--- src/hw/rtl/polynomial_fit_mse_fitness_core_assert.svh ---
// Assertion macros for the polynomial fit core.
// Used by polynomial_fit_mse_fitness_core.sv; no other dependencies.
`ifndef POLYNOMIAL_FIT_MSE_FITNESS_CORE_ASSERT_SVH
`define POLYNOMIAL_FIT_MSE_FITNESS_CORE_ASSERT_SVH
`ifndef SYNTHESIS
`define PF_ASSERT(label, clk, rst_n, prop) \
  label: assert property (@(posedge clk) disable iff (!rst_n) prop) else $error("%m failed");
`define PF_ASSERT_ALWAYS(label, clk, prop) \
  label: assert property (@(posedge clk) prop) else $error("%m failed");
`else
`define PF_ASSERT(label, clk, rst_n, prop)
`define PF_ASSERT_ALWAYS(label, clk, prop)
`endif
`endif

--- src/hw/rtl/pfmse_pkg.sv ---
// Shared types and constants for the polynomial fit core.
// No dependencies.
package pfmse_pkg;
  localparam int unsigned MaxDegree = 6;
  localparam int unsigned CoefCount = MaxDegree + 1;
  localparam int unsigned MaxPoints = 65536;
  localparam int unsigned CntW = 17;
  localparam logic [2:0] REG_DEGREE = 3'd0;
  localparam logic [31:0] S32_MAX = 32'h7FFF_FFFF;
  localparam logic [31:0] S32_MIN = 32'h8000_0000;

  typedef logic signed [31:0] q16_t;

  typedef struct packed {
    logic start;
    logic signed [63:0] a;
    logic [31:0] b;
  } mul_req_t;

  typedef struct packed {
    logic busy;
    logic done;
    logic signed [63:0] prod;
  } mul_rsp_t;

  typedef struct packed {
    logic start;
    logic [63:0] num;
    logic [63:0] den;
  } div_req_t;

  typedef struct packed {
    logic done;
    logic [63:0] quo;
  } div_rsp_t;

  function automatic logic [31:0] sat32(input logic signed [64:0] v);
    if (v > $signed({{33{1'b0}}, S32_MAX})) begin
      return S32_MAX;
    end else if (v < $signed({{33{1'b1}}, S32_MIN})) begin
      return S32_MIN;
    end
    return v[31:0];
  endfunction
endpackage

--- src/hw/rtl/pfmse_mul.sv ---
// Bit-serial signed multiplier: signed a times unsigned 32-bit b, one bit of b per cycle.
// Depends on pfmse_pkg.
module pfmse_mul (
  input  logic                clk,
  input  logic                rst_n,
  input  pfmse_pkg::mul_req_t req,
  output pfmse_pkg::mul_rsp_t rsp
);
  logic signed [63:0] acc_r, acc_nxt;
  logic signed [63:0] a_r, a_nxt;
  logic [31:0] b_r, b_nxt;
  logic [5:0] cnt_r, cnt_nxt;
  logic busy_r, busy_nxt, done_r, done_nxt;

  always_comb begin
    acc_nxt = acc_r;
    a_nxt = a_r;
    b_nxt = b_r;
    cnt_nxt = cnt_r;
    busy_nxt = busy_r;
    done_nxt = 1'b0;
    if (req.start) begin
      acc_nxt = '0;
      a_nxt = req.a;
      b_nxt = req.b;
      cnt_nxt = '0;
      busy_nxt = 1'b1;
    end else if (busy_r) begin
      if (b_r[0]) begin
        acc_nxt = acc_r + a_r;
      end
      a_nxt = a_r <<< 1;
      b_nxt = b_r >> 1;
      cnt_nxt = cnt_r + 6'd1;
      if (cnt_r == 6'd31) begin
        busy_nxt = 1'b0;
        done_nxt = 1'b1;
      end
    end
  end

  always_ff @(posedge clk) begin
    if (!rst_n) begin
      busy_r <= 1'b0;
      done_r <= 1'b0;
      cnt_r <= '0;
    end else begin
      busy_r <= busy_nxt;
      done_r <= done_nxt;
      cnt_r <= cnt_nxt;
    end
    acc_r <= acc_nxt;
    a_r <= a_nxt;
    b_r <= b_nxt;
  end

  assign rsp.busy = busy_r;
  assign rsp.done = done_r;
  assign rsp.prod = acc_r;
endmodule

--- src/hw/rtl/pfmse_div.sv ---
// Restoring divider for 64-bit unsigned values, one quotient bit per cycle.
// Depends on pfmse_pkg.
module pfmse_div (
  input  logic                clk,
  input  logic                rst_n,
  input  pfmse_pkg::div_req_t req,
  output pfmse_pkg::div_rsp_t rsp
);
  logic [64:0] rem_r, rem_nxt;
  logic [63:0] quo_r, quo_nxt;
  logic [63:0] den_r, den_nxt;
  logic [6:0] cnt_r, cnt_nxt;
  logic busy_r, busy_nxt, done_r, done_nxt;
  logic [64:0] trial;

  always_comb begin
    rem_nxt = rem_r;
    quo_nxt = quo_r;
    den_nxt = den_r;
    cnt_nxt = cnt_r;
    busy_nxt = busy_r;
    done_nxt = 1'b0;
    trial = {rem_r[63:0], quo_r[63]};
    if (req.start) begin
      rem_nxt = '0;
      quo_nxt = req.num;
      den_nxt = req.den;
      cnt_nxt = '0;
      busy_nxt = 1'b1;
    end else if (busy_r) begin
      quo_nxt = {quo_r[62:0], 1'b0};
      if (trial >= {1'b0, den_r}) begin
        rem_nxt = trial - {1'b0, den_r};
        quo_nxt[0] = 1'b1;
      end else begin
        rem_nxt = trial;
      end
      cnt_nxt = cnt_r + 7'd1;
      if (cnt_r == 7'd63) begin
        busy_nxt = 1'b0;
        done_nxt = 1'b1;
      end
    end
  end

  always_ff @(posedge clk) begin
    if (!rst_n) begin
      busy_r <= 1'b0;
      done_r <= 1'b0;
      cnt_r <= '0;
    end else begin
      busy_r <= busy_nxt;
      done_r <= done_nxt;
      cnt_r <= cnt_nxt;
    end
    rem_r <= rem_nxt;
    quo_r <= quo_nxt;
    den_r <= den_nxt;
  end

  assign rsp.done = done_r;
  assign rsp.quo = quo_r;
endmodule

--- src/hw/rtl/polynomial_fit_mse_fitness_core.sv ---
// Top level of the polynomial fit core: Horner evaluation, error sum and fitness.
// Depends on pfmse_pkg, pfmse_mul, pfmse_div and the assertion header.
//
//  channel | ports                                  | direction
//  in      | in_valid in_stall in_x/y_value in_last | into core
//  out     | out_valid out_stall out_mse/fitness    | out of core
//  cfg     | cfg_we cfg_index cfg_data              | into core
//
// Each point takes one multiplier pass per Horner step and one for the square,
// both on the bit-serial multiplier, plus the residual and accumulate steps; a
// last point adds two divider passes, the second skipped when the mean is zero or one.
// Reset is synchronous and clears the control state, the configuration registers and the error state.
// A held result in the output register does not block the next point, but a
// new result waits until the old one has been transferred.
`include "polynomial_fit_mse_fitness_core_assert.svh"
module polynomial_fit_mse_fitness_core (
  input  logic        clk,
  input  logic        rst_n,
  input  logic        cfg_we,
  input  logic [2:0]  cfg_index,
  input  logic [31:0] cfg_data,
  input  logic        in_valid,
  output logic        in_stall,
  input  logic signed [31:0] in_x_value,
  input  logic signed [31:0] in_y_value,
  input  logic        in_last_point,
  output logic        out_valid,
  input  logic        out_stall,
  output logic [62:0] out_mse,
  output logic [31:0] out_fitness,
  output logic        out_fitness_saturated
);
  typedef enum logic [6:0] {
    ST_IDLE = 7'b0000001,
    ST_HORN = 7'b0000010,
    ST_SQR  = 7'b0000100,
    ST_ACC  = 7'b0001000,
    ST_DIV1 = 7'b0010000,
    ST_DIV2 = 7'b0100000,
    ST_OUT  = 7'b1000000
  } state_t;

  state_t st_r, st_nxt;
  logic [2:0] degree_r;
  logic [31:0] coef_r [pfmse_pkg::CoefCount];
  logic [63:0] sum_r, sum_nxt;
  logic [pfmse_pkg::CntW-1:0] cnt_r, cnt_nxt;
  logic signed [31:0] x_r, y_r, acc_r, acc_nxt;
  logic last_r;
  logic [2:0] k_r, k_nxt;
  logic [63:0] mse_r, mse_nxt;
  logic vld_r, vld_nxt;
  logic [62:0] omse_r, omse_nxt;
  logic [31:0] ofit_r, ofit_nxt;
  logic osat_r, osat_nxt;
  logic issued_r, issued_nxt;
  pfmse_pkg::mul_req_t mreq;
  pfmse_pkg::mul_rsp_t mrsp;
  pfmse_pkg::div_req_t dreq;
  pfmse_pkg::div_rsp_t drsp;
  logic [2:0] deg_eff;
  logic signed [64:0] hsum;
  logic [31:0] mag;
  logic [64:0] ssum;
  logic in_acc;
  logic signed [64:0] resid;

  pfmse_mul u_mul (.clk(clk), .rst_n(rst_n), .req(mreq), .rsp(mrsp));
  pfmse_div u_div (.clk(clk), .rst_n(rst_n), .req(dreq), .rsp(drsp));

  assign deg_eff = (degree_r > 3'(pfmse_pkg::MaxDegree)) ? 3'(pfmse_pkg::MaxDegree) : degree_r;
  assign in_stall = (st_r != ST_IDLE);
  assign in_acc = in_valid && !in_stall;
  assign hsum = 65'(mrsp.prod >>> 16) + 65'(signed'(coef_r[k_r - 3'd1]));
  assign resid = 65'(acc_r) - 65'(y_r);
  assign mag = acc_r[31] ? 32'(-acc_r) : acc_r;
  assign ssum = {1'b0, sum_r} + {1'b0, 16'd0, mrsp.prod[63:16]};

  always_comb begin
    st_nxt = st_r;
    acc_nxt = acc_r;
    k_nxt = k_r;
    sum_nxt = sum_r;
    cnt_nxt = cnt_r;
    mse_nxt = mse_r;
    vld_nxt = vld_r && out_stall;
    omse_nxt = omse_r;
    ofit_nxt = ofit_r;
    osat_nxt = osat_r;
    issued_nxt = issued_r;
    mreq = '0;
    dreq = '0;
    case (st_r)
      ST_IDLE: begin
        if (in_acc) begin
          acc_nxt = coef_r[deg_eff];
          k_nxt = deg_eff;
          issued_nxt = 1'b0;
          st_nxt = ST_HORN;
        end
      end
      ST_HORN: begin
        if (k_r == 3'd0) begin
          acc_nxt = pfmse_pkg::sat32(resid);
          issued_nxt = 1'b0;
          st_nxt = ST_SQR;
        end else if (!issued_r) begin
          mreq.start = 1'b1;
          mreq.a = 64'(acc_r);
          mreq.b = x_r;
          issued_nxt = 1'b1;
        end else if (mrsp.done) begin
          acc_nxt = pfmse_pkg::sat32(hsum - (x_r[31] ? (65'(acc_r) <<< 16) : 65'sd0));
          k_nxt = k_r - 3'd1;
          issued_nxt = 1'b0;
        end
      end
      ST_SQR: begin
        if (!issued_r) begin
          mreq.start = 1'b1;
          mreq.a = {32'd0, mag};
          mreq.b = mag;
          issued_nxt = 1'b1;
        end else if (mrsp.done) begin
          st_nxt = ST_ACC;
        end
      end
      ST_ACC: begin
        sum_nxt = ssum[64] ? '1 : ssum[63:0];
        if (cnt_r < pfmse_pkg::CntW'(pfmse_pkg::MaxPoints)) begin
          cnt_nxt = cnt_r + 1'b1;
        end
        st_nxt = last_r ? ST_DIV1 : ST_IDLE;
        issued_nxt = 1'b0;
      end
      ST_DIV1: begin
        if (!issued_r) begin
          dreq.start = 1'b1;
          dreq.num = sum_r;
          dreq.den = 64'(cnt_r);
          issued_nxt = 1'b1;
        end else if (drsp.done) begin
          mse_nxt = drsp.quo[63] ? {1'b0, {63{1'b1}}} : drsp.quo;
          issued_nxt = 1'b0;
          st_nxt = ST_DIV2;
        end
      end
      ST_DIV2: begin
        if (mse_r <= 64'd1) begin
          st_nxt = ST_OUT;
        end else if (!issued_r) begin
          dreq.start = 1'b1;
          dreq.num = 64'h1_0000_0000;
          dreq.den = mse_r;
          issued_nxt = 1'b1;
        end else if (drsp.done) begin
          st_nxt = ST_OUT;
        end
      end
      ST_OUT: begin
        if (!vld_r || !out_stall) begin
          vld_nxt = 1'b1;
          omse_nxt = mse_r[62:0];
          osat_nxt = (mse_r <= 64'd1);
          ofit_nxt = (mse_r <= 64'd1) ? '1 : drsp.quo[31:0];
          sum_nxt = '0;
          cnt_nxt = '0;
          st_nxt = ST_IDLE;
        end
      end
      default: st_nxt = ST_IDLE;
    endcase
  end

  always_ff @(posedge clk) begin
    if (!rst_n) begin
      st_r <= ST_IDLE;
      degree_r <= '0;
      for (int i = 0; i < pfmse_pkg::CoefCount; i++) begin
        coef_r[i] <= '0;
      end
      sum_r <= '0;
      cnt_r <= '0;
      vld_r <= 1'b0;
      issued_r <= 1'b0;
    end else begin
      st_r <= st_nxt;
      sum_r <= sum_nxt;
      cnt_r <= cnt_nxt;
      vld_r <= vld_nxt;
      issued_r <= issued_nxt;
      if (cfg_we) begin
        if (cfg_index == pfmse_pkg::REG_DEGREE) begin
          degree_r <= cfg_data[2:0];
        end else begin
          coef_r[cfg_index - 3'd1] <= cfg_data;
        end
      end
    end
    if (in_acc) begin
      x_r <= in_x_value;
      y_r <= in_y_value;
      last_r <= in_last_point;
    end
    acc_r <= acc_nxt;
    k_r <= k_nxt;
    mse_r <= mse_nxt;
    omse_r <= omse_nxt;
    ofit_r <= ofit_nxt;
    osat_r <= osat_nxt;
  end

  assign out_valid = vld_r;
  assign out_mse = omse_r;
  assign out_fitness = ofit_r;
  assign out_fitness_saturated = osat_r;

  `PF_ASSERT(a_hold, clk, rst_n, (out_valid && out_stall) |=> (out_valid && $stable(out_mse)))
  `PF_ASSERT(a_sat, clk, rst_n, (out_valid && out_fitness_saturated) |-> (out_fitness == '1))
  `PF_ASSERT(a_busy, clk, rst_n, (st_r != ST_IDLE) |-> in_stall)
endmodule

--- config.mk ---
export PLATFORM = sky130hd
export DESIGN_NAME = polynomial_fit_mse_fitness_core
export DESIGN_NICKNAME = d
export VERILOG_FILES = /design/src/hw/rtl/pfmse_pkg.sv /design/src/hw/rtl/pfmse_mul.sv /design/src/hw/rtl/pfmse_div.sv /design/src/hw/rtl/polynomial_fit_mse_fitness_core.sv
export VERILOG_INCLUDE_DIRS = /design/src /design/src/hw/rtl
export SDC_FILE = /design/constraint.sdc
export NUM_CORES = 2
export LEC_CHECK = 0
export ABC_AREA = 1
export BUFFER_PORTS_ARGS = -buffer_cell sky130_fd_sc_hd__buf_2
export CAP_MARGIN = 25
export CELL_PAD_IN_SITES_DETAIL_PLACEMENT = 1
export CELL_PAD_IN_SITES_GLOBAL_PLACEMENT = 1
export CORE_MARGIN = 2
export CORE_UTILIZATION = 48
export DETAILED_ROUTE_END_ITERATION = 8
export PLACE_DENSITY_LB_ADDON = 0.1
export SLEW_MARGIN = 10
export SYNTH_ARGS = -nofsm -noshare
export SYNTH_HDL_FRONTEND = slang
export SYNTH_SLANG_ARGS = --single-unit
export TNS_END_PERCENT = 100
--- constraint.sdc ---
create_clock -name clk -period 8.05 [get_ports clk]
set_input_delay 2.415 -clock clk [delete_from_list [all_inputs] [get_ports clk]]
set_output_delay 2.415 -clock clk [all_outputs]
set_load 0.005 [all_outputs]
==> reports/metrics.sh <==
POST_DRT_VIA_CELL_RATIO=5.79
GRT_ANTENNA_BEFORE_REPAIR=11
FLOORPLAN.CORE_AREA_UM2=129000
COUNT_OF_FLIP_FLOPS_WITH_A_BUILT_IN_ENABLE_AFTER_SYNTHESIS=706
DRT_ITER0_MARKERS=4736
SETUP_VIOL_COUNT_FINAL=0
NETLIST_AREA_UM2=62600
CRITICAL_PATH_ARRIVAL_NS=7.23
SLEW_VIOLATIONS=0
SLEW_HR_PCT=25.5
FP.DIEAREA_UM2=133000
SYNTH_AREA_LEADERS='sky130_fd_sc_hd__edfxtp_1, sky130_fd_sc_hd__nand2_1, sky130_fd_sc_hd__dfxtp_1'
PLACE_CONGESTION=0.975
POST_CTS.REPAIR.SETUP_BUFFERS=0
ROUTED_WL_PER_CELL_UM=24.3
SYNTH.YOSYS.SEQ_AREA_SHARE_PCT=42.5
RUN_STATUS='finished, final reports clean'
PERIOD_NEEDED_NS=6.77
IO_BUFFER_COUNT=202
POST_ROUTE_CELLS_DRIVE_ABOVE_1_SHARE_PCT=6.87
MAXIMUM_NUMBER_OF_PINS_ON_ONE_NET_BEFORE_GLOBAL_ROUTE_REPAIR=93
FIN_SETUP_TNS_NS=0
DRC_VIOLATIONS_LEFT=0
SYNTHESIS.NETS=8645
TIMING.SETUP.CRITICAL_PATH_CLASS='flip-flop to flip-flop'
CRIT_SLOWEST_CELL='sky130_fd_sc_hd__buf_4'
DETAIL_ROUTE.WIRELENGTH_UM=247000
CLKSINKCOUNT=976
BOUNDARYPINS=203
NUM-FILL-CELLS=16200
TIMING.FMAX_GHz=0.148
STARTPOINT_TYPE_OF_THE_WORST_SETUP_PATH='flip-flop'
TIMING.FINAL.HOLD_VIOLATIONS=0
WORSTSETUPENDPOINTTYPE='flip-flop'
FIRST_PASS_ITERS=7
GRT-OVFL-TOTAL=0
YOSYS_MOST_USED_DFF='sky130_fd_sc_hd__edfxtp_1'
WORST_SLEW_PIN_SLEW_NS=1.12
WORST_CLOCK_SKEW_NS=0.0570
WHS_PATH_DEPTH=0
SYN2LAYOUT_AREA_GROWTH_PCT=10.2
LAYOUT_WORST_PATH_CYCLE_SHARE_PCT=84.1
DRT.ANTENNA.VIOLATING_NETS=0
CRIT_PATH_MAX_FANOUT=72
YOSYS.CELL_TYPES.COUNT=62
TRITONCTS_CLOCK_TREE='built'
WORSTSKEWPAIRLATENCY_NS=0.76
CTS.HOLD.BUFFERS_ADDED=0
CLK_TRANSITION_REPORTED_PATHS_NS=0.06
MAX_CAP_VIOL_COUNT=0
CRITICAL_PATH.MAX_STAGE_DELAY_NS=0.70
POSTSYNTH.ASYNCRESETSHARE_PCT=0
CRITICAL_PATH_REQUIRED_NS=8.52
NUMBER_OF_NETS_IN_THE_LAYOUT=8747
POST-SYNTH-TOP-AREA-FRACTION_PCT=33.8
FIRST_GLOBAL_VIAS=60200
CTS_MADE_BUFFERS=108
MAXIMUM_CLOCK_INSERTION_BUFFER_COUNT=3
NUM_VIAS=58900
REG2REG_SETUP_SLACK_NS=1.28
GRT_SETUP_UNREPAIRED='false'
INITIAL_UTILIZATION_PCT=48.4
NUMBER_OF_CELLS_PRODUCED_BY_SYNTHESIS=8226
AVGSYNTHCELLAREA_UM2=7.62
DP_HPWL_UM=187000
NETLIST_TOP_CELLS_COUNT='sky130_fd_sc_hd__nand2_1, sky130_fd_sc_hd__inv_1, sky130_fd_sc_hd__nor2_1'
HTREEDEPTH=3
PLACEMENTROWS=132
WORST_R2R_PATH_DEPTH=30
DIE_H_UM=365
POSTSYNTHREGISTERBITS=976
SYNTH_TOP_AREA_CELL='sky130_fd_sc_hd__edfxtp_1'
CTS_ROOT_BUF='sky130_fd_sc_hd__clkbuf_16'
HOLD_PATH.CLASS='flip-flop to flip-flop'
GR-USAGE-ALL-LAYERS_PCT=36.5
YOSYSMOSTFREQUENTCELL='sky130_fd_sc_hd__nand2_1'
WORST_PATH_MOST_REPEATED_CELL='sky130_fd_sc_hd__nand2_1'
COUNT_OF_SYNTHESIS_STAGE_WARNINGS_FROM_YOSYS=0
DIE-WIDTH_UM=365
GLOBAL_ROUTE_WIRE_LENGTH_BEFORE_REPAIR_UM=369000
POST_CTS.RESIZED_INSTANCES=0
[through the flow]
stage               setup slack (ns)  utilization (%)  cell area [µm²]  hold slack, ns  std cells
floorplan                       2.00                -            62600           0.426       8226
global placement                1.63             50.4            65300           0.435       9955
detailed placement              1.41             50.4            65300           0.436       9956
CTS                             1.38             53.2            68900           0.450      10200
global route                   0.756             53.3            69000           0.456      10200
finish                          1.28             53.3            69000           0.454      10200
[final timing paths]
kind,end,start
max,acc_r[30],k_r[0]
min,out_mse[16],mse_r[16]
max reg2reg,acc_r[30],k_r[0]
min reg2reg,out_mse[16],mse_r[16]
[logic make-up after synthesis]
logic type,share of synthesized area [%]
AND/OR/NAND/NOR,22.1
AO/OA/AOI/OAI,15.7
buffers and inverters,9.79
flip-flops,42.5
adder cells (fa/ha/maj),6.70
XOR/XNOR,3.03
multiplexers,0.192
[per-layer routing]
metal / GRT usage (%) / vias to the layer above / share of wire (%)
met5: 0 / - / 0.026
met4: 16.7 / 6 / 5.0
met3: 4.81 / 480 / 6.3
met2: 61.2 / 2021 / 47
met1: 46.7 / 29000 / 41
li1: - / 27400 / -
[flip-flops by register name, indices dropped and copies added, names as in the netlist, 6 cells and up]
register,flops
u_div.rem_r,64
x_r,32
st_r,7
mse_r,63
coef_r,256
u_mul.cnt_r,6
acc_r,32
sum_r,64
out_fitness,32
u_mul.a_r,64
u_mul.acc_r,64
cnt_r,17
u_div.quo_r,64
u_div.den_r,63
u_div.cnt_r,7
u_mul.b_r,32
out_mse,63
y_r,32
[cells in the final DEF (no fill, tap or decap), types with 29 or more instances in the layout]
| cell | netlist | final |
|---|---|---|
| sky130_fd_sc_hd__nand2_1 | 1772 | 1767 |
| sky130_fd_sc_hd__inv_1 | 1280 | 1274 |
| sky130_fd_sc_hd__nor2_1 | 1038 | 1029 |
| sky130_fd_sc_hd__edfxtp_1 | 706 | 706 |
| sky130_fd_sc_hd__o21ai_0 | 667 | 667 |
| sky130_fd_sc_hd__a21oi_1 | 551 | 550 |
| sky130_fd_sc_hd__ha_1 | 278 | 277 |
| sky130_fd_sc_hd__nand3_1 | 274 | 273 |
| sky130_fd_sc_hd__dfxtp_1 | 270 | 268 |
| sky130_fd_sc_hd__buf_2 | 48 | 202 |
| sky130_fd_sc_hd__xor2_1 | 125 | 125 |
| sky130_fd_sc_hd__clkbuf_16 | 0 | 113 |
| sky130_fd_sc_hd__o211ai_1 | 103 | 103 |
| sky130_fd_sc_hd__o22ai_1 | 95 | 95 |
| sky130_fd_sc_hd__xnor2_1 | 92 | 91 |
| sky130_fd_sc_hd__nor3_1 | 88 | 88 |
| sky130_fd_sc_hd__a31oi_1 | 72 | 72 |
| sky130_fd_sc_hd__buf_4 | 9 | 67 |
| sky130_fd_sc_hd__nand4_1 | 51 | 51 |
| sky130_fd_sc_hd__o221ai_1 | 47 | 47 |
| sky130_fd_sc_hd__a21o_1 | 47 | 47 |
| sky130_fd_sc_hd__clkbuf_1 | 201 | 40 |
| sky130_fd_sc_hd__fa_1 | 36 | 36 |
| sky130_fd_sc_hd__nor3b_1 | 31 | 31 |
| sky130_fd_sc_hd__inv_2 | 26 | 30 |
| sky130_fd_sc_hd__nor2_2 | 26 | 29 |
| sky130_fd_sc_hd__o21bai_1 | 30 | 29 |
| sky130_fd_sc_hd__a22o_1 | 29 | 29 |
[worst max-delay path: cells and delay by family, from the launching register on]
family | cells | cell delay, ns
AND/OR/NAND/NOR | 18 | 2.39
adder cells (fa/ha/maj) | 3 | 1.33
flip-flops | 1 | 0.41
AO/OA/AOI/OAI | 2 | 0.50
buffers and inverters | 7 | 1.80
[layout make-up]
type,count,area [µm²],area share [%]
Antenna cell,9,22.5,0.0326
Multi-Input combinational cell,5659,30100,43.5
Sequential cell,976,26600,38.6
Clock buffer,169,3180,4.60
Inverter,1308,4910,7.12
Timing Repair Buffer,275,1660,2.40
Clock inverter,35,410,0.595
Tap cell,1742,2180,3.16
Power is not shown: default switching activity piles up to over one toggle a cycle in this logic, so the estimate is an artifact.
